File: config.mk
export PLATFORM = sky130hd
export DESIGN_NAME = tdma_slot_scheduler_flat
export DESIGN_NICKNAME = d
export VERILOG_FILES = /design/src/design/tss_pkg.sv /design/src/design/tss_ifs.sv /design/src/design/tss_div.sv /design/src/design/tss_table.sv /design/src/design/tdma_slot_scheduler.sv /design/src/flat_wrapper.sv
export SDC_FILE = /design/constraint.sdc
export NUM_CORES = 2
export LEC_CHECK = 0
export BUFFER_PORTS_ARGS = -buffer_cell sky130_fd_sc_hd__buf_2
export CORE_MARGIN = 1.5
export CORE_UTILIZATION = 57
export DETAILED_ROUTE_END_ITERATION = 16
export PLACE_DENSITY = 0.76
export SKIP_LAST_GASP = 1
export SLEW_MARGIN = 10
export SYNTH_ARGS = -nofsm -noshare
export SYNTH_HDL_FRONTEND = slang
export SYNTH_SLANG_ARGS = --single-unit
File: constraint.sdc
create_clock -name clk_i -period 15.8 [get_ports clk_i]
set_clock_uncertainty 0.15 [all_clocks]
set_input_delay 3.95 -clock clk_i [delete_from_list [all_inputs] [get_ports clk_i]]
set_output_delay 3.95 -clock clk_i [all_outputs]
set_load 0.05 [all_outputs]
File: src/design/tss_pkg.sv
// tss_pkg: shared types and constants of the tdma slot scheduler
// no dependencies; imported by tss_table and the top level
package tss_pkg;

  // widths of the slot index and of the aging limit (twice the 16-bit period)
  localparam int unsigned SLOT_W = 6;
  localparam int unsigned LIMIT_W = 17;

  // period trimming
  localparam logic [15:0] PERIOD_MIN = 16'd5;
  localparam logic [15:0] PERIOD_MAX = 16'd1000;
  localparam logic [15:0] PERIOD_RESET = 16'd100;

  typedef enum logic [1:0] {
    OP_TICK  = 2'd0,
    OP_RX    = 2'd1,
    OP_START = 2'd2
  } op_e;

  typedef enum logic {
    CFG_MY_ADDR     = 1'b0,
    CFG_INIT_PERIOD = 1'b1
  } cfg_e;

  typedef enum logic [2:0] {
    T_IDLE,
    T_AGE_RD,
    T_AGE_EV,
    T_SHF_RD,
    T_SHF_WR,
    T_INS
  } tbl_state_e;

  typedef enum logic [1:0] {
    S_IDLE,
    S_TBL,
    S_DIV,
    S_PUT
  } top_state_e;

  typedef struct packed {
    logic               start;
    logic               update;
    logic [31:0]        now;
    logic [31:0]        who;
    logic [31:0]        my_addr;
    logic [LIMIT_W-1:0] limit;
  } tss_tbl_req_t;

  typedef struct packed {
    logic              done;
    logic              dropped;
    logic [SLOT_W-1:0] slot;
    logic [31:0]       prev_seen;
  } tss_tbl_rsp_t;

endpackage

File: src/design/tss_ifs.sv
// tss_ifs: valid/ready channels for input items and result items
// no dependencies
interface tss_in_if;
  logic        valid;
  logic        ready;
  logic [1:0]  operation;
  logic [31:0] now_ms;
  logic [31:0] source_address;

  modport source (output valid, operation, now_ms, source_address, input ready);
  modport sink (input valid, operation, now_ms, source_address, output ready);
endinterface

interface tss_out_if;
  logic        valid;
  logic        ready;
  logic        transmit;
  logic [3:0]  my_slot;
  logic [4:0]  peer_count;
  logic [3:0]  peer_distance;
  logic [15:0] slot_period;
  logic [31:0] next_transmit_time;
  logic        sender_dropped;

  modport source (output valid, transmit, my_slot, peer_count, peer_distance, slot_period,
                  next_transmit_time, sender_dropped, input ready);
  modport sink (input valid, transmit, my_slot, peer_count, peer_distance, slot_period,
                next_transmit_time, sender_dropped, output ready);
endinterface

File: src/design/tss_div.sv
// tss_div: restoring divider, one quotient bit per cycle
// depends on nothing but its parameters
module tss_div #(
  parameter int unsigned NW = 17,
  parameter int unsigned DW = 5
) (
  input  logic          clk_i,
  input  logic          rst_ni,
  input  logic          start_i,
  input  logic [NW-1:0] dividend_i,
  input  logic [DW-1:0] divisor_i,
  output logic          done_o,
  output logic [NW-1:0] quotient_o
);
  localparam int unsigned CNTW = $clog2(NW + 1);

  logic            busy_q, busy_d, done_q, done_d;
  logic [CNTW-1:0] cnt_q, cnt_d;
  logic [DW-1:0]   rem_q, rem_d, dvs_q, dvs_d;
  logic [NW-1:0]   quo_q, quo_d;
  logic [DW:0]     trial;
  logic            fits;

  always_comb begin
    trial  = {rem_q, quo_q[NW-1]};
    fits   = trial >= {1'b0, dvs_q};
    busy_d = busy_q;
    done_d = 1'b0;
    cnt_d  = cnt_q;
    rem_d  = rem_q;
    quo_d  = quo_q;
    dvs_d  = dvs_q;
    if (start_i) begin
      busy_d = 1'b1;
      cnt_d  = CNTW'(NW);
      rem_d  = '0;
      quo_d  = dividend_i;
      dvs_d  = divisor_i;
    end else if (busy_q) begin
      rem_d = fits ? DW'(trial - {1'b0, dvs_q}) : trial[DW-1:0];
      quo_d = {quo_q[NW-2:0], fits};
      cnt_d = cnt_q - 1'b1;
      if (cnt_q == CNTW'(1)) begin
        busy_d = 1'b0;
        done_d = 1'b1;
      end
    end
  end

  always_ff @(posedge clk_i or negedge rst_ni) begin
    if (!rst_ni) begin
      busy_q <= 1'b0;
      done_q <= 1'b0;
      cnt_q  <= '0;
    end else begin
      busy_q <= busy_d;
      done_q <= done_d;
      cnt_q  <= cnt_d;
    end
  end

  always_ff @(posedge clk_i) begin
    rem_q <= rem_d;
    quo_q <= quo_d;
    dvs_q <= dvs_d;
  end

  assign done_o     = done_q;
  assign quotient_o = quo_q;
endmodule

File: src/design/tss_table.sv
// tss_table: sorted peer table in one synchronous ram with its sequencer
// depends on tss_pkg; ages, refreshes or inserts a peer, finds the own slot
module tss_table import tss_pkg::*; #(
  parameter int unsigned MAX_PEERS = 16
) (
  input  logic                           clk_i,
  input  logic                           rst_ni,
  input  tss_tbl_req_t                   req_i,
  output tss_tbl_rsp_t                   rsp_o,
  output logic [$clog2(MAX_PEERS+1)-1:0] live_o,
  output logic [$clog2(MAX_PEERS)-1:0]   own_o
);
  localparam int unsigned IW = $clog2(MAX_PEERS);
  localparam int unsigned CW = $clog2(MAX_PEERS + 1);

  logic [63:0] mem [MAX_PEERS];
  logic [63:0] rd_data_q;

  tbl_state_e state_q, state_d;
  logic [CW-1:0]      i_q, i_d, k_q, k_d, pos_q, pos_d, live_q, live_d;
  logic               pos_hit_q, pos_hit_d, found_q, found_d, ownf_q, ownf_d;
  logic [IW-1:0]      fidx_q, fidx_d, ownj_q, ownj_d, own_q, own_d;
  logic [31:0]        prev_q, prev_d, now_q, now_d, who_q, who_d, my_q, my_d;
  logic [LIMIT_W-1:0] lim_q, lim_d;
  logic               done_q, done_d, drop_q, drop_d;
  logic [SLOT_W-1:0]  slot_q, slot_d;

  logic          rd_en, we;
  logic [IW-1:0] rd_addr, wa;
  logic [63:0]   wd;
  logic [31:0]   ent_addr, ent_seen;
  logic [CW-1:0] im1, pos_sel;
  logic          keep;

  assign ent_addr = rd_data_q[63:32];
  assign ent_seen = rd_data_q[31:0];
  assign im1      = i_q - 1'b1;
  assign pos_sel  = pos_hit_q ? pos_q : k_q;
  assign keep     = (now_q - ent_seen) <= 32'(lim_q);

  always_comb begin
    state_d   = state_q;
    i_d       = i_q;
    k_d       = k_q;
    pos_d     = pos_q;
    pos_hit_d = pos_hit_q;
    found_d   = found_q;
    fidx_d    = fidx_q;
    ownf_d    = ownf_q;
    ownj_d    = ownj_q;
    own_d     = own_q;
    live_d    = live_q;
    prev_d    = prev_q;
    now_d     = now_q;
    who_d     = who_q;
    my_d      = my_q;
    lim_d     = lim_q;
    done_d    = 1'b0;
    drop_d    = drop_q;
    slot_d    = slot_q;
    rd_en     = 1'b0;
    rd_addr   = i_q[IW-1:0];
    we        = 1'b0;
    wa        = k_q[IW-1:0];
    wd        = rd_data_q;
    case (state_q)
      T_IDLE: begin
        if (req_i.start) begin
          we     = 1'b1;
          wa     = '0;
          wd     = {req_i.my_addr, req_i.now};
          live_d = CW'(1);
          own_d  = '0;
          slot_d = '0;
          drop_d = 1'b0;
          prev_d = req_i.now;
          done_d = 1'b1;
        end else if (req_i.update) begin
          now_d     = req_i.now;
          who_d     = req_i.who;
          my_d      = req_i.my_addr;
          lim_d     = req_i.limit;
          i_d       = '0;
          k_d       = '0;
          found_d   = 1'b0;
          pos_hit_d = 1'b0;
          ownf_d    = 1'b0;
          state_d   = T_AGE_RD;
        end
      end
      T_AGE_RD: begin
        if (i_q == live_q) begin
          // aging pass over: decide refresh, drop or insert
          if (found_q) begin
            live_d  = k_q;
            slot_d  = SLOT_W'(fidx_q);
            own_d   = ownf_q ? ownj_q : own_q;
            drop_d  = 1'b0;
            done_d  = 1'b1;
            state_d = T_IDLE;
          end else if (k_q == CW'(MAX_PEERS)) begin
            live_d  = k_q;
            drop_d  = 1'b1;
            done_d  = 1'b1;
            state_d = T_IDLE;
          end else begin
            pos_d = pos_sel;
            if (pos_sel < k_q) begin
              i_d     = k_q;
              state_d = T_SHF_RD;
            end else begin
              state_d = T_INS;
            end
          end
        end else begin
          rd_en   = 1'b1;
          state_d = T_AGE_EV;
        end
      end
      T_AGE_EV: begin
        if (keep) begin
          we = 1'b1;
          wd = {ent_addr, (ent_addr == who_q) ? now_q : ent_seen};
          if (ent_addr == who_q) begin
            found_d = 1'b1;
            fidx_d  = k_q[IW-1:0];
            prev_d  = ent_seen;
          end
          if (!pos_hit_q && ent_addr > who_q) begin
            pos_hit_d = 1'b1;
            pos_d     = k_q;
          end
          if (ent_addr == my_q) begin
            ownf_d = 1'b1;
            ownj_d = k_q[IW-1:0];
          end
          k_d = k_q + 1'b1;
        end
        i_d     = i_q + 1'b1;
        state_d = T_AGE_RD;
      end
      T_SHF_RD: begin
        rd_en   = 1'b1;
        rd_addr = im1[IW-1:0];
        state_d = T_SHF_WR;
      end
      T_SHF_WR: begin
        we      = 1'b1;
        wa      = i_q[IW-1:0];
        i_d     = im1;
        state_d = (im1 == pos_q) ? T_INS : T_SHF_RD;
      end
      T_INS: begin
        we     = 1'b1;
        wa     = pos_q[IW-1:0];
        wd     = {who_q, now_q};
        live_d = k_q + 1'b1;
        slot_d = SLOT_W'(pos_q);
        prev_d = now_q;
        drop_d = 1'b0;
        if (who_q == my_q) begin
          own_d = pos_q[IW-1:0];
        end else if (ownf_q) begin
          own_d = (pos_q <= CW'(ownj_q)) ? ownj_q + 1'b1 : ownj_q;
        end
        done_d  = 1'b1;
        state_d = T_IDLE;
      end
      default: state_d = T_IDLE;
    endcase
  end

  always_ff @(posedge clk_i or negedge rst_ni) begin
    if (!rst_ni) begin
      state_q <= T_IDLE;
      live_q  <= '0;
      own_q   <= '0;
      done_q  <= 1'b0;
      i_q     <= '0;
      k_q     <= '0;
    end else begin
      state_q <= state_d;
      live_q  <= live_d;
      own_q   <= own_d;
      done_q  <= done_d;
      i_q     <= i_d;
      k_q     <= k_d;
    end
  end

  always_ff @(posedge clk_i) begin
    pos_q     <= pos_d;
    pos_hit_q <= pos_hit_d;
    found_q   <= found_d;
    fidx_q    <= fidx_d;
    ownf_q    <= ownf_d;
    ownj_q    <= ownj_d;
    prev_q    <= prev_d;
    now_q     <= now_d;
    who_q     <= who_d;
    my_q      <= my_d;
    lim_q     <= lim_d;
    drop_q    <= drop_d;
    slot_q    <= slot_d;
  end

  // peer ram, one write and one registered read per cycle
  always_ff @(posedge clk_i) begin
    if (we) begin
      mem[wa] <= wd;
    end
    if (rd_en) begin
      rd_data_q <= mem[rd_addr];
    end
  end

  assign rsp_o.done      = done_q;
  assign rsp_o.dropped   = drop_q;
  assign rsp_o.slot      = slot_q;
  assign rsp_o.prev_seen = prev_q;
  assign live_o          = live_q;
  assign own_o           = own_q;
endmodule

File: src/design/tdma_slot_scheduler.sv
// tdma_slot_scheduler: top level of the self-organizing tdma slot scheduler
// depends on tss_pkg, tss_ifs, tss_table and tss_div
//
// usage
//   in_ch carries items: operation (tick, packet received, start), now_ms and
//   source_address. out_ch returns exactly one result item per input item.
//   cfg_we_i/cfg_idx_i/cfg_data_i write my_address (index 0) and
//   initial_period (index 1); write only while the block is idle.
// sequencing
//   one item at a time. an item that leaves the table alone (idle tick,
//   ignored opcode, not yet started) goes straight to the output register;
//   start writes the own entry first. a tick or receive walks the table
//   ram: a read and a write-back step per live entry for aging, a read and
//   a write per entry moved on insertion; a period trim adds the divider.
//   the worst case comes with 16 peers, as the peer ram is stepped one access at a time.
// reset
//   asynchronous, active low. table empty, not started, period 100 ms.
//   table ram contents are not cleared; entries beyond the count are unused.
// stalls
//   the result sits in an output register; the next item is accepted while
//   it waits, and its own result waits in the sequencer until the register
//   frees up.
module tdma_slot_scheduler import tss_pkg::*; #(
  parameter int unsigned MAX_PEERS = 16
) (
  input  logic        clk_i,
  input  logic        rst_ni,
  tss_in_if.sink      in_ch,
  tss_out_if.source   out_ch,
  input  logic        cfg_we_i,
  input  logic        cfg_idx_i,
  input  logic [31:0] cfg_data_i
);
  localparam int unsigned IW  = $clog2(MAX_PEERS);
  localparam int unsigned CW  = $clog2(MAX_PEERS + 1);
  localparam int unsigned DSW = CW + 2;   // enough for exact compare of distance
  localparam int unsigned QW  = 17;       // non-negative trimmed period

  // configuration
  logic [31:0] my_addr_q;
  logic [15:0] init_period_q;

  always_ff @(posedge clk_i or negedge rst_ni) begin
    if (!rst_ni) begin
      my_addr_q     <= '0;
      init_period_q <= PERIOD_RESET;
    end else if (cfg_we_i) begin
      case (cfg_e'(cfg_idx_i))
        CFG_MY_ADDR:     my_addr_q <= cfg_data_i;
        CFG_INIT_PERIOD: init_period_q <= cfg_data_i[15:0];
        default: ;
      endcase
    end
  end

  // sequencer state
  top_state_e state_q, state_d;
  op_e         op_q, op_d;
  logic [31:0] now_q, now_d, next_q, next_d;
  logic [15:0] period_q, period_d;
  logic        started_q, started_d;
  logic        tx_q, tx_d, drop_q, drop_d;
  logic [3:0]  dist_q, dist_d;

  // output register
  logic        out_valid_q, out_valid_d;
  logic        o_tx_q, o_drop_q;
  logic [3:0]  o_slot_q, o_dist_q;
  logic [4:0]  o_count_q;
  logic [15:0] o_period_q;
  logic [31:0] o_next_q;
  logic        load_out;

  // table and divider
  tss_tbl_req_t  tbl_req;
  tss_tbl_rsp_t  tbl_rsp;
  logic [CW-1:0] live;
  logic [IW-1:0] own;
  logic          div_start, div_done;
  logic [QW-1:0] quo;
  logic [QW-1:0] quo_num;

  tss_table #(.MAX_PEERS(MAX_PEERS)) u_table (
    .clk_i  (clk_i),
    .rst_ni (rst_ni),
    .req_i  (tbl_req),
    .rsp_o  (tbl_rsp),
    .live_o (live),
    .own_o  (own)
  );

  tss_div #(.NW(QW), .DW(CW)) u_div (
    .clk_i      (clk_i),
    .rst_ni     (rst_ni),
    .start_i    (div_start),
    .dividend_i (quo_num),
    .divisor_i  (live),
    .done_o     (div_done),
    .quotient_o (quo)
  );

  // due test, wrap aware: now strictly later than next transmit time
  logic [31:0] due_diff;
  logic        due;
  assign due_diff = in_ch.now_ms - next_q;
  assign due      = (due_diff != 32'd0) && !due_diff[31];

  // cyclic distance from own slot to the sender
  logic [DSW-1:0] d_slot, d_own, d_live, cyc_dist;
  logic           last_before;
  assign d_slot      = DSW'(tbl_rsp.slot);
  assign d_own       = DSW'(own);
  assign d_live      = DSW'(live);
  assign cyc_dist    = (d_own > d_slot) ? d_slot + d_live - d_own : d_slot - d_own;
  assign last_before = cyc_dist == (d_live - 1'b1);

  // period trim: ratio of measured interval to period against 1.1
  logic [31:0]        interval;
  logic [35:0]        iv10, per11;
  logic signed [17:0] p_trim;
  logic [15:0]        p_sat;
  assign interval = now_q - tbl_rsp.prev_seen;
  assign iv10     = {1'b0, interval, 3'b0} + {3'b0, interval, 1'b0};
  assign per11    = 36'({period_q, 3'b0}) + 36'({period_q, 1'b0}) + 36'(period_q);
  assign p_trim   = $signed({2'b0, period_q}) + ((iv10 < per11) ? -18'sd2 : 18'sd2);
  assign quo_num  = p_trim[17] ? '0 : p_trim[QW-1:0];
  always_comb begin
    if (p_trim < $signed({2'b0, PERIOD_MIN})) begin
      p_sat = PERIOD_MIN;
    end else if (p_trim > $signed({2'b0, PERIOD_MAX})) begin
      p_sat = PERIOD_MAX;
    end else begin
      p_sat = p_trim[15:0];
    end
  end

  assign in_ch.ready = state_q == S_IDLE;

  always_comb begin
    state_d     = state_q;
    op_d        = op_q;
    now_d       = now_q;
    next_d      = next_q;
    period_d    = period_q;
    started_d   = started_q;
    tx_d        = tx_q;
    drop_d      = drop_q;
    dist_d      = dist_q;
    tbl_req     = '0;
    div_start   = 1'b0;
    load_out    = 1'b0;
    out_valid_d = out_valid_q && !out_ch.ready;
    tbl_req.now     = in_ch.now_ms;
    tbl_req.my_addr = my_addr_q;
    tbl_req.limit   = {period_q, 1'b0};
    tbl_req.who     = my_addr_q;
    case (state_q)
      S_IDLE: begin
        if (in_ch.valid) begin
          op_d    = op_e'(in_ch.operation);
          now_d   = in_ch.now_ms;
          tx_d    = 1'b0;
          drop_d  = 1'b0;
          dist_d  = '0;
          state_d = S_PUT;
          case (op_e'(in_ch.operation))
            OP_START: begin
              tbl_req.start = 1'b1;
              period_d      = init_period_q;
              next_d        = in_ch.now_ms;
              started_d     = 1'b1;
              state_d       = S_TBL;
            end
            OP_TICK: begin
              if (started_q && due) begin
                tbl_req.update = 1'b1;
                tx_d           = 1'b1;
                next_d         = next_q + 32'(period_q);
                state_d        = S_TBL;
              end
            end
            OP_RX: begin
              if (started_q) begin
                tbl_req.update = 1'b1;
                tbl_req.who    = in_ch.source_address;
                state_d        = S_TBL;
              end
            end
            default: ;
          endcase
        end
      end
      S_TBL: begin
        if (tbl_rsp.done) begin
          drop_d  = tbl_rsp.dropped;
          state_d = S_PUT;
          if (op_q == OP_RX && !tbl_rsp.dropped) begin
            dist_d = cyc_dist[3:0];
            if (last_before) begin
              period_d  = p_sat;
              div_start = 1'b1;
              state_d   = S_DIV;
            end
          end
        end
      end
      S_DIV: begin
        if (div_done) begin
          // next slot: trimmed period spread over the live peers
          next_d  = now_q + 32'(quo);
          state_d = S_PUT;
        end
      end
      S_PUT: begin
        if (!out_valid_q || out_ch.ready) begin
          load_out    = 1'b1;
          out_valid_d = 1'b1;
          state_d     = S_IDLE;
        end
      end
      default: state_d = S_IDLE;
    endcase
  end

  always_ff @(posedge clk_i or negedge rst_ni) begin
    if (!rst_ni) begin
      state_q     <= S_IDLE;
      started_q   <= 1'b0;
      period_q    <= PERIOD_RESET;
      next_q      <= '0;
      out_valid_q <= 1'b0;
    end else begin
      state_q     <= state_d;
      started_q   <= started_d;
      period_q    <= period_d;
      next_q      <= next_d;
      out_valid_q <= out_valid_d;
    end
  end

  always_ff @(posedge clk_i) begin
    op_q   <= op_d;
    now_q  <= now_d;
    tx_q   <= tx_d;
    drop_q <= drop_d;
    dist_q <= dist_d;
    if (load_out) begin
      o_tx_q     <= tx_q;
      o_slot_q   <= 4'(own);
      o_count_q  <= 5'(live);
      o_dist_q   <= dist_q;
      o_period_q <= period_q;
      o_next_q   <= next_q;
      o_drop_q   <= drop_q;
    end
  end

  assign out_ch.valid              = out_valid_q;
  assign out_ch.transmit           = o_tx_q;
  assign out_ch.my_slot            = o_slot_q;
  assign out_ch.peer_count         = o_count_q;
  assign out_ch.peer_distance      = o_dist_q;
  assign out_ch.slot_period        = o_period_q;
  assign out_ch.next_transmit_time = o_next_q;
  assign out_ch.sender_dropped     = o_drop_q;

  // table answers only while the sequencer waits for it
  a_tbl_done_in_wait: assert property (@(posedge clk_i) disable iff (!rst_ni)
    tbl_rsp.done |-> state_q == S_TBL)
    else $error("table done outside wait state");

  // divider finishes only during a period trim
  a_div_done_in_wait: assert property (@(posedge clk_i) disable iff (!rst_ni)
    div_done |-> state_q == S_DIV)
    else $error("divider done outside wait state");

  // peer count stays within the table
  a_live_bound: assert property (@(posedge clk_i) disable iff (!rst_ni)
    live <= CW'(MAX_PEERS))
    else $error("peer count beyond table size");

  // a dropped sender never trims the period
  a_drop_no_trim: assert property (@(posedge clk_i) disable iff (!rst_ni)
    (state_q == S_TBL && tbl_rsp.done && tbl_rsp.dropped) |=> state_q == S_PUT)
    else $error("trim after dropped sender");
endmodule

File: src/flat_wrapper.sv
// flat-port wrapper written by rule: the top's interface ports become plain ports
module tdma_slot_scheduler_flat import tss_pkg::*;
#(
  parameter int unsigned MAX_PEERS = 16
)
  (clk_i, rst_ni, cfg_we_i, cfg_idx_i, cfg_data_i, in_ch_valid, in_ch_operation, in_ch_now_ms, in_ch_source_address, in_ch_ready, out_ch_valid, out_ch_transmit, out_ch_my_slot, out_ch_peer_count, out_ch_peer_distance, out_ch_slot_period, out_ch_next_transmit_time, out_ch_sender_dropped, out_ch_ready);
  tss_in_if in_ch_i ();
  tss_out_if out_ch_i ();
  input  logic clk_i;
  input  logic rst_ni;
  input  logic cfg_we_i;
  input  logic cfg_idx_i;
  input  logic [31:0] cfg_data_i;
  input wire logic [$bits(in_ch_i.valid)-1:0] in_ch_valid;
  input wire logic [$bits(in_ch_i.operation)-1:0] in_ch_operation;
  input wire logic [$bits(in_ch_i.now_ms)-1:0] in_ch_now_ms;
  input wire logic [$bits(in_ch_i.source_address)-1:0] in_ch_source_address;
  output wire logic [$bits(in_ch_i.ready)-1:0] in_ch_ready;
  output wire logic [$bits(out_ch_i.valid)-1:0] out_ch_valid;
  output wire logic [$bits(out_ch_i.transmit)-1:0] out_ch_transmit;
  output wire logic [$bits(out_ch_i.my_slot)-1:0] out_ch_my_slot;
  output wire logic [$bits(out_ch_i.peer_count)-1:0] out_ch_peer_count;
  output wire logic [$bits(out_ch_i.peer_distance)-1:0] out_ch_peer_distance;
  output wire logic [$bits(out_ch_i.slot_period)-1:0] out_ch_slot_period;
  output wire logic [$bits(out_ch_i.next_transmit_time)-1:0] out_ch_next_transmit_time;
  output wire logic [$bits(out_ch_i.sender_dropped)-1:0] out_ch_sender_dropped;
  input wire logic [$bits(out_ch_i.ready)-1:0] out_ch_ready;
  assign in_ch_i.valid = in_ch_valid;
  assign in_ch_i.operation = in_ch_operation;
  assign in_ch_i.now_ms = in_ch_now_ms;
  assign in_ch_i.source_address = in_ch_source_address;
  assign in_ch_ready = in_ch_i.ready;
  assign out_ch_valid = out_ch_i.valid;
  assign out_ch_transmit = out_ch_i.transmit;
  assign out_ch_my_slot = out_ch_i.my_slot;
  assign out_ch_peer_count = out_ch_i.peer_count;
  assign out_ch_peer_distance = out_ch_i.peer_distance;
  assign out_ch_slot_period = out_ch_i.slot_period;
  assign out_ch_next_transmit_time = out_ch_i.next_transmit_time;
  assign out_ch_sender_dropped = out_ch_i.sender_dropped;
  assign out_ch_i.ready = out_ch_ready;
  tdma_slot_scheduler #(.MAX_PEERS(MAX_PEERS)) u_core (.clk_i(clk_i), .rst_ni(rst_ni), .in_ch(in_ch_i), .out_ch(out_ch_i), .cfg_we_i(cfg_we_i), .cfg_idx_i(cfg_idx_i), .cfg_data_i(cfg_data_i));
endmodule
# Word-level counts from Yosys, hierarchy flattened

Memory sizes are Yosys's and may differ from the RTL's. A register that Yosys moved wholly into a read port is not among the register bits.
Index checks and enable logic that the tools add are counted.

Flip-flop bits (word level): 427
Input port bits: 104
Memories kept: 1
Bits in writable memories: 1,024
Output and inout bits: 65

Memories:

| memory             | words | width | rd ports | clocked after memory_dff | write ports | RTL line        | source |
|---|---|---|---|---|---|---|---|
| u_core.u_table.mem | 16    | 64    | 1        | 1                        | 1           | tss_table.sv:16 | `logic [63:0] mem [MAX_PEERS];` |

$add $sub $neg: 19
Mux-type cells: 141
Magnitude comparators: 9
Equality and inequality tests: 43
Reductions and logical operators: 47
Bitwise gates (word level): 2

Operators by type and width:

| operator           | count |
|---|---|
| $mux 32            | 12 |
| $pmux 64 s3        | 1 |
| $pmux 32 s2        | 2 |
| $mux 16            | 7 |
| $mux 5             | 20 |
| $eq 32x32->1       | 3 |
| $pmux 32 s3        | 1 |
| $sub 32x32->32     | 3 |
| $mux 64            | 1 |
| $mux 17            | 3 |
| $mux 4             | 12 |
| $mux 1             | 40 |
| $add 35x33->36     | 1 |
| $add 36x16->36     | 1 |
| $lt 36x36->1       | 1 |
| $add 32x16->32     | 1 |
| $add 32x17->32     | 1 |
| $gt 32x32->1       | 1 |
| $le 32x17->1       | 1 |
| $pmux 16 s2        | 1 |
| $reduce_bool 32->1 | 1 |
| $ne 2x2->1 const B | 14 |
| $pmux 4 s3         | 2 |
| $reduce_and 4->1   | 6 |
| 59 further kinds   | 125 |

# Logic depth before layout (Yosys ltp)

Word-level depth: 12
Gate-level depth with buffers: 50

# Cells and area by module

From an unflattened synthesis, not the netlist that was laid out.

Cells, all modules: 5,320
Area, all modules: 75,293.5 sq um

Modules (own cells, without submodules):

| module              | times used | area each (sq um) | cells an instance |
|---|---|---|---|
| tss_table           | 1          | 54,135.7          | 3,003 |
| tdma_slot_scheduler | 1          | 19,472.4          | 2,188 |
| tss_div             | 1          | 1,685.4           | 129 |

# Worst setup path after synthesis

OpenSTA, ideal clock, no wires.

Path type: in2reg
Start point: input port in_ch_now_ms[1]
End point: register u_core.u_table.lim_q[10], enable pin
Stages: 14
Buffers on the path: 0
Data arrival time: 17.090 ns
Setup slack: -2.298 ns
Path through: ha_1 -> nor2b_1 -> o21a_1 -> o21a_1 -> o21ai_0 -> a21oi_1 -> a21oi_1 -> o21ai_0 -> a21bo_2 -> o21ai_0 -> o2111ai_1 -> xnor2_1 -> a21oi_1 -> nor4_1

Word-level cells in the longest chain between the ends: 9
Elaborated cells on any way between the ends: 10

RTL lines:

| element                                                      | RTL line                   | source |
|---|---|---|
| start, declared                                              | flat_wrapper.sv:16         | `input wire logic [$bits(in_ch_i.now_ms)-1:0] in_ch_now_ms;` |
| $sub 32x32->32 (*)                                           | tdma_slot_scheduler.sv:105 | `assign due_diff = in_ch.now_ms - next_q;` |
| $reduce_bool 32->1 / $logic_not 1->1 (equally long branches) | tdma_slot_scheduler.sv:106 | `assign due = (due_diff != 32'd0) && !due_diff[31];` |
| $logic_and 1x1->1 (*)                                        | tdma_slot_scheduler.sv:106 |  |
| $logic_and 1x1->1 (*)                                        | tdma_slot_scheduler.sv:175 | `if (started_q && due) begin` |
| $mux 1 (*)                                                   | tdma_slot_scheduler.sv:175 |  |
| $pmux 1 s2 (*)                                               | tdma_slot_scheduler.sv:166 | `case (op_e'(in_ch.operation))` |
| $mux 2 (*)                                                   | tdma_slot_scheduler.sv:159 | `if (in_ch.valid) begin` |
| $mux 2 (*)                                                   | tdma_slot_scheduler.sv:157 | `case (state_q)` |
| $reduce_and 3->1 (no line) (*)                               | n/a                        |  |
| end signal, assigned                                         | tss_table.sv:202           | `lim_q <= lim_d;` |
| end, declared                                                | tss_table.sv:24            | `logic [LIMIT_W-1:0] lim_q, lim_d;` |

Every way passes the cells marked *; elsewhere a longest branch is shown, timed or not.
A chain may end at the register's enable or synchronous reset.

# Worst setup path after layout

Start point: register u_core.period_q[1]
End point: register u_core.u_div.quo_q[2] (netlist: u_core.u_div.quotient_o[2]), data pin

Word-level cells in the longest chain between the ends: 7

RTL lines:

| element                   | RTL line                   | source |
|---|---|---|
| start, declared           | tdma_slot_scheduler.sv:60  | `logic [15:0] period_q, period_d;` |
| start signal, assigned    | tdma_slot_scheduler.sv:235 | `period_q <= period_d;` |
| $add 19x17->20            | tdma_slot_scheduler.sv:124 | `assign per11 = 36'({period_q, 3'b0}) + 36'({period_q, 1'b0}) + 36'(period_q);` |
| $add 36x16->36            | tdma_slot_scheduler.sv:124 |  |
| $lt 36x36->1              | tdma_slot_scheduler.sv:125 | `assign p_trim = $signed({2'b0, period_q}) + ((iv10 < per11) ? -18'sd2 : 18'sd2);` |
| $mux 18                   | tdma_slot_scheduler.sv:125 |  |
| $add 17x18->18 (*)        | tdma_slot_scheduler.sv:125 |  |
| $mux 17 (*)               | tdma_slot_scheduler.sv:126 | `assign quo_num = p_trim[17] ? '0 : p_trim[QW-1:0];` |
| $mux 17 (*)               | tss_div.sv:33              | `if (start_i) begin` |
| net u_core.u_div.quo_d[2] | tss_div.sv:20              | `logic [NW-1:0] quo_q, quo_d;` |
| end signal, assigned      | tss_div.sv:64              | `quo_q <= quo_d;` |
| end, declared             | tss_div.sv:20              |  |

The timed path passes the listed nets; every way through them passes the cells marked *.

==> results.toml <==
[clocking]
max-clock-path-buffers = 3
cts_buffers = 156
cts_hold_buf = 0
clock_sinks = 1514
cts_resized = 0
cts_root_buf = "clkbuf_16"
htreeDepth = 4
cts_tree = "built"
post_cts_buffers = 0
clk_latency_ns = 0.83
clk_pin_slew_ns = 0.06

[global_route]
grt_max_degree = 132
grt_antenna_before_repair = 7
overflow = 0
grt_pass1_wl_um = 315000
grt_usage = 0.321
grt_pass1_vias = 48500

[yosys]
synth_nets = 5730
yosysUniqueCellTypes = 105
syn_area_sq_mm = 0.0750
synth_edf_count = 1379
yosys_warnings = 0
yosys_most_used_dff = "edfxtp_1"
ys_seq_area_frac = 0.597
syn_avg_cell_area_sq_um = 14.1
synthArstFlopShare = 0.0859
syn_inst = 5310
ys_ff_latch = 1514

[worst_hold_path]
worstHoldPathType = "reg2reg"

[sta]
min_period_ns = 11.37
fin_crit_sh = 0.720
drv_slew = 0
max_freq_ghz = 0.0880
fin_setup_tns_ns = 0
holdWs_ns = 0.271
rsz0062_at_grt = "false"
hold_violations = 0
setup_viol = 0
worstMarginPinSlew_ns = 1.22
slew_headroom = 0.182

[finish]
ff_latch_area_sq_mm = 0.0448
syn2layout_area_growth_pct = 11.3
nets = 5930
multi_input_area_sq_mm = 0.0284
nFillCells = 9084
drive_gt1_frac = 0.176

[worst_setup_path]
r2r-end = "u_core.u_div.quotient_o[2]$_DFFE_PP_"
crit_slowest_cell = "xnor2_2"
worstPathMaxFanout = 16
endpoint = "u_core.u_div.quotient_o[2]$_DFFE_PP_"
r2r-start = "u_core.period_q[1]$_DFFE_PN0P_"
cp.required_ns = 16.14
r2r_cells = 46
cpMostUsedCell = "o21ai_0"
critical_path.startpoint_type = "register"
crit_path_max_incr_delay_ns = 0.77
critPathLaunch = "u_core.period_q[1]$_DFFE_PN0P_"
worstPathArrival_ns = 11.71
rrSetupSlack_ns = 4.43
end_kind = "register"
path_class = "reg2reg"

[route]
vias = 49600
viasPerCell = 6.72
drtIter0Drc = 5944
postRouteAntennaNets = 0
drc = 0
finalWirelength_um = 214000
wl_per_cell_um = 29.0
drt_pass1_iterations = 8

[die]
fp.dieW_um = 366
die_y_um = 366
core_area_sq_mm = 0.130
dieArea_sq_mm = 0.134
start_util = 0.577
fp-row-count = 132
io_pins = 169

[placed_design]
portBuffers = 168
gp_congestion = 0.971
dp_hpwl_um = 131000

[power_and_ir_drop]
powerDensity_mw_per_mm2 = 142
p_leak_nw = 25.7
ir_worst_vdd_v = 0.000111

[job]
max-cap-violations = 0

[run_status]
outcome = "complete, no violations"
[synthesized netlist by cell type (all sizes together) (22+ instances only)]
cell type,instances,share of area
edfxtp,1379,0.55
inv,330,0.017
mux4,320,0.096
ha,301,0.050
a21oi,274,0.018
nand2,248,0.012
nor2,240,0.012
o21ai,216,0.014
xnor2,204,0.024
clkbuf,171,0.0086
dfrtp,124,0.041
a21o,109,0.011
nor3,102,0.0068
o22ai,100,0.0083
mux2,96,0.014
nand3,90,0.0061
a211oi,70,0.0071
o21a,65,0.0065
mux2i,64,0.0085
xor2,59,0.0069
nand4,58,0.0048
nand2b,54,0.0045
o31ai,51,0.0051
nor2b,49,0.0041
buf,46,0.0027
and3,41,0.0034
nor4,41,0.0040
a222oi,34,0.0045
a31oi,34,0.0028
o21bai,33,0.0033
and2,22,0.0019
o211ai,22,0.0022
[layer usage]
metal / global-route usage / routed length [um] / vias up
li1: - / - / 21200
met1: 0.418 / 79300 / 24900
met2: 0.526 / 104000 / 2948
met3: 0.0602 / 20400 / 556
met4: 0.151 / 10600 / 2
met5: 0 / 13 / -
[cell families (layout without fill, tap and decap cells)]
family                     count (synthesis)  in the layout  share of synthesized area
DFF                                     1514           1514                      0.597
AOI/OAI and AO/OA                       1166           1166                      0.102
and+or+nand+nor                         1018           1018                     0.0678
buffers and inverters                    551            884                     0.0279
muxes                                    480            480                      0.119
adders and majority gates                316            316                     0.0542
xor gates and xnor gates                 264            264                     0.0314
other                                      1              5                  0.0000500
[cell type report]
cell class | count | area share
multi-input cells | 3245 | 0.340
repair buffers | 259 | 0.0188
well taps | 1742 | 0.0261
clock inverters | 92 | 0.0140
inverters | 334 | 0.0150
diodes | 4 | 0.000120
flip-flops and latches | 1514 | 0.536
clock buffers | 199 | 0.0497
[worst max-delay path: cells and delay by family (launching register included)]
family / cells / cell delay (ns)
AOI/OAI and AO/OA: 25 / 5.30
xor gates and xnor gates: 2 / 0.91
adders and majority gates: 4 / 1.53
buffers and inverters: 2 / 0.53
DFF: 1 / 0.69
muxes: 1 / 0.09
and+or+nand+nor: 12 / 1.84
[worst min-delay path by stage]
stage,slack (ns),to,cells past startpoint,from
floorplan,0.25,u_core.out_ch.peer_distance[0]$_DFFE_PP_,0,u_core.dist_q[0]$_SDFFCE_PN0P_
global placement,0.26,u_core.out_ch.peer_distance[1]$_DFFE_PP_,0,u_core.dist_q[1]$_SDFFCE_PN0P_
detailed placement,0.25,u_core.out_ch.peer_distance[2]$_DFFE_PP_,0,u_core.dist_q[2]$_SDFFCE_PN0P_
CTS,0.27,u_core.out_ch.peer_distance[2]$_DFFE_PP_,0,u_core.dist_q[2]$_SDFFCE_PN0P_
global route,0.28,u_core.out_ch.peer_distance[2]$_DFFE_PP_,0,u_core.dist_q[2]$_SDFFCE_PN0P_
finish,0.27,u_core.out_ch.peer_distance[2]$_DFFE_PP_,0,u_core.dist_q[2]$_SDFFCE_PN0P_
[metrics by stage]
stage           util  instances  power (mW)  area (sq um)  setup WS (ns)
2_1_floorplan      -       5310        7.16         75000           2.45
3_3_place_gp   0.601       7094        8.02         78100           4.81
3_5_place_dp   0.601       7094        8.04         78100           4.58
4_1_cts        0.642       7385        11.8         83500           4.50
5_1_grt        0.642       7386        12.3         83500           2.85
6_report       0.642       7389        11.8         83500           4.43
[registers in the layout (all words and copies together), names as in the netlist, 17 cells and up]
register                          count
u_core.u_table.my_q                  32
u_core.u_table.now_q                 32
u_core.u_div.quotient_o              17
u_core.u_table.mem                 1024
u_core.next_q                        32
u_core.out_ch.next_transmit_time     32
u_core.my_addr_q                     32
u_core.u_table.who_q                 32
u_core.u_table.rd_data_q             64
u_core.now_q                         32
u_core.u_table.prev_q                32
[power breakdown]
group	leakage [nW]	internal (mW)	switching, mW
logic	12.9	1.24	2.03
registers	10.2	4.54	0.202
clock network	2.56	2.17	1.64
[placed cells by master (no fill, tap or decap), drive strengths merged, types with 109 or more instances in the layout]
cell / Yosys / final
a21oi: 274 / 274
clkbuf: 171 / 199
dfrtp: 124 / 124
o21ai: 216 / 216
buf: 46 / 259
nor2: 240 / 240
mux4: 320 / 320
edfxtp: 1379 / 1379
ha: 301 / 301
inv: 330 / 339
nand2: 248 / 248
xnor2: 204 / 204
a21o: 109 / 109
No activity file was read; power rests on OpenSTA's default activity.
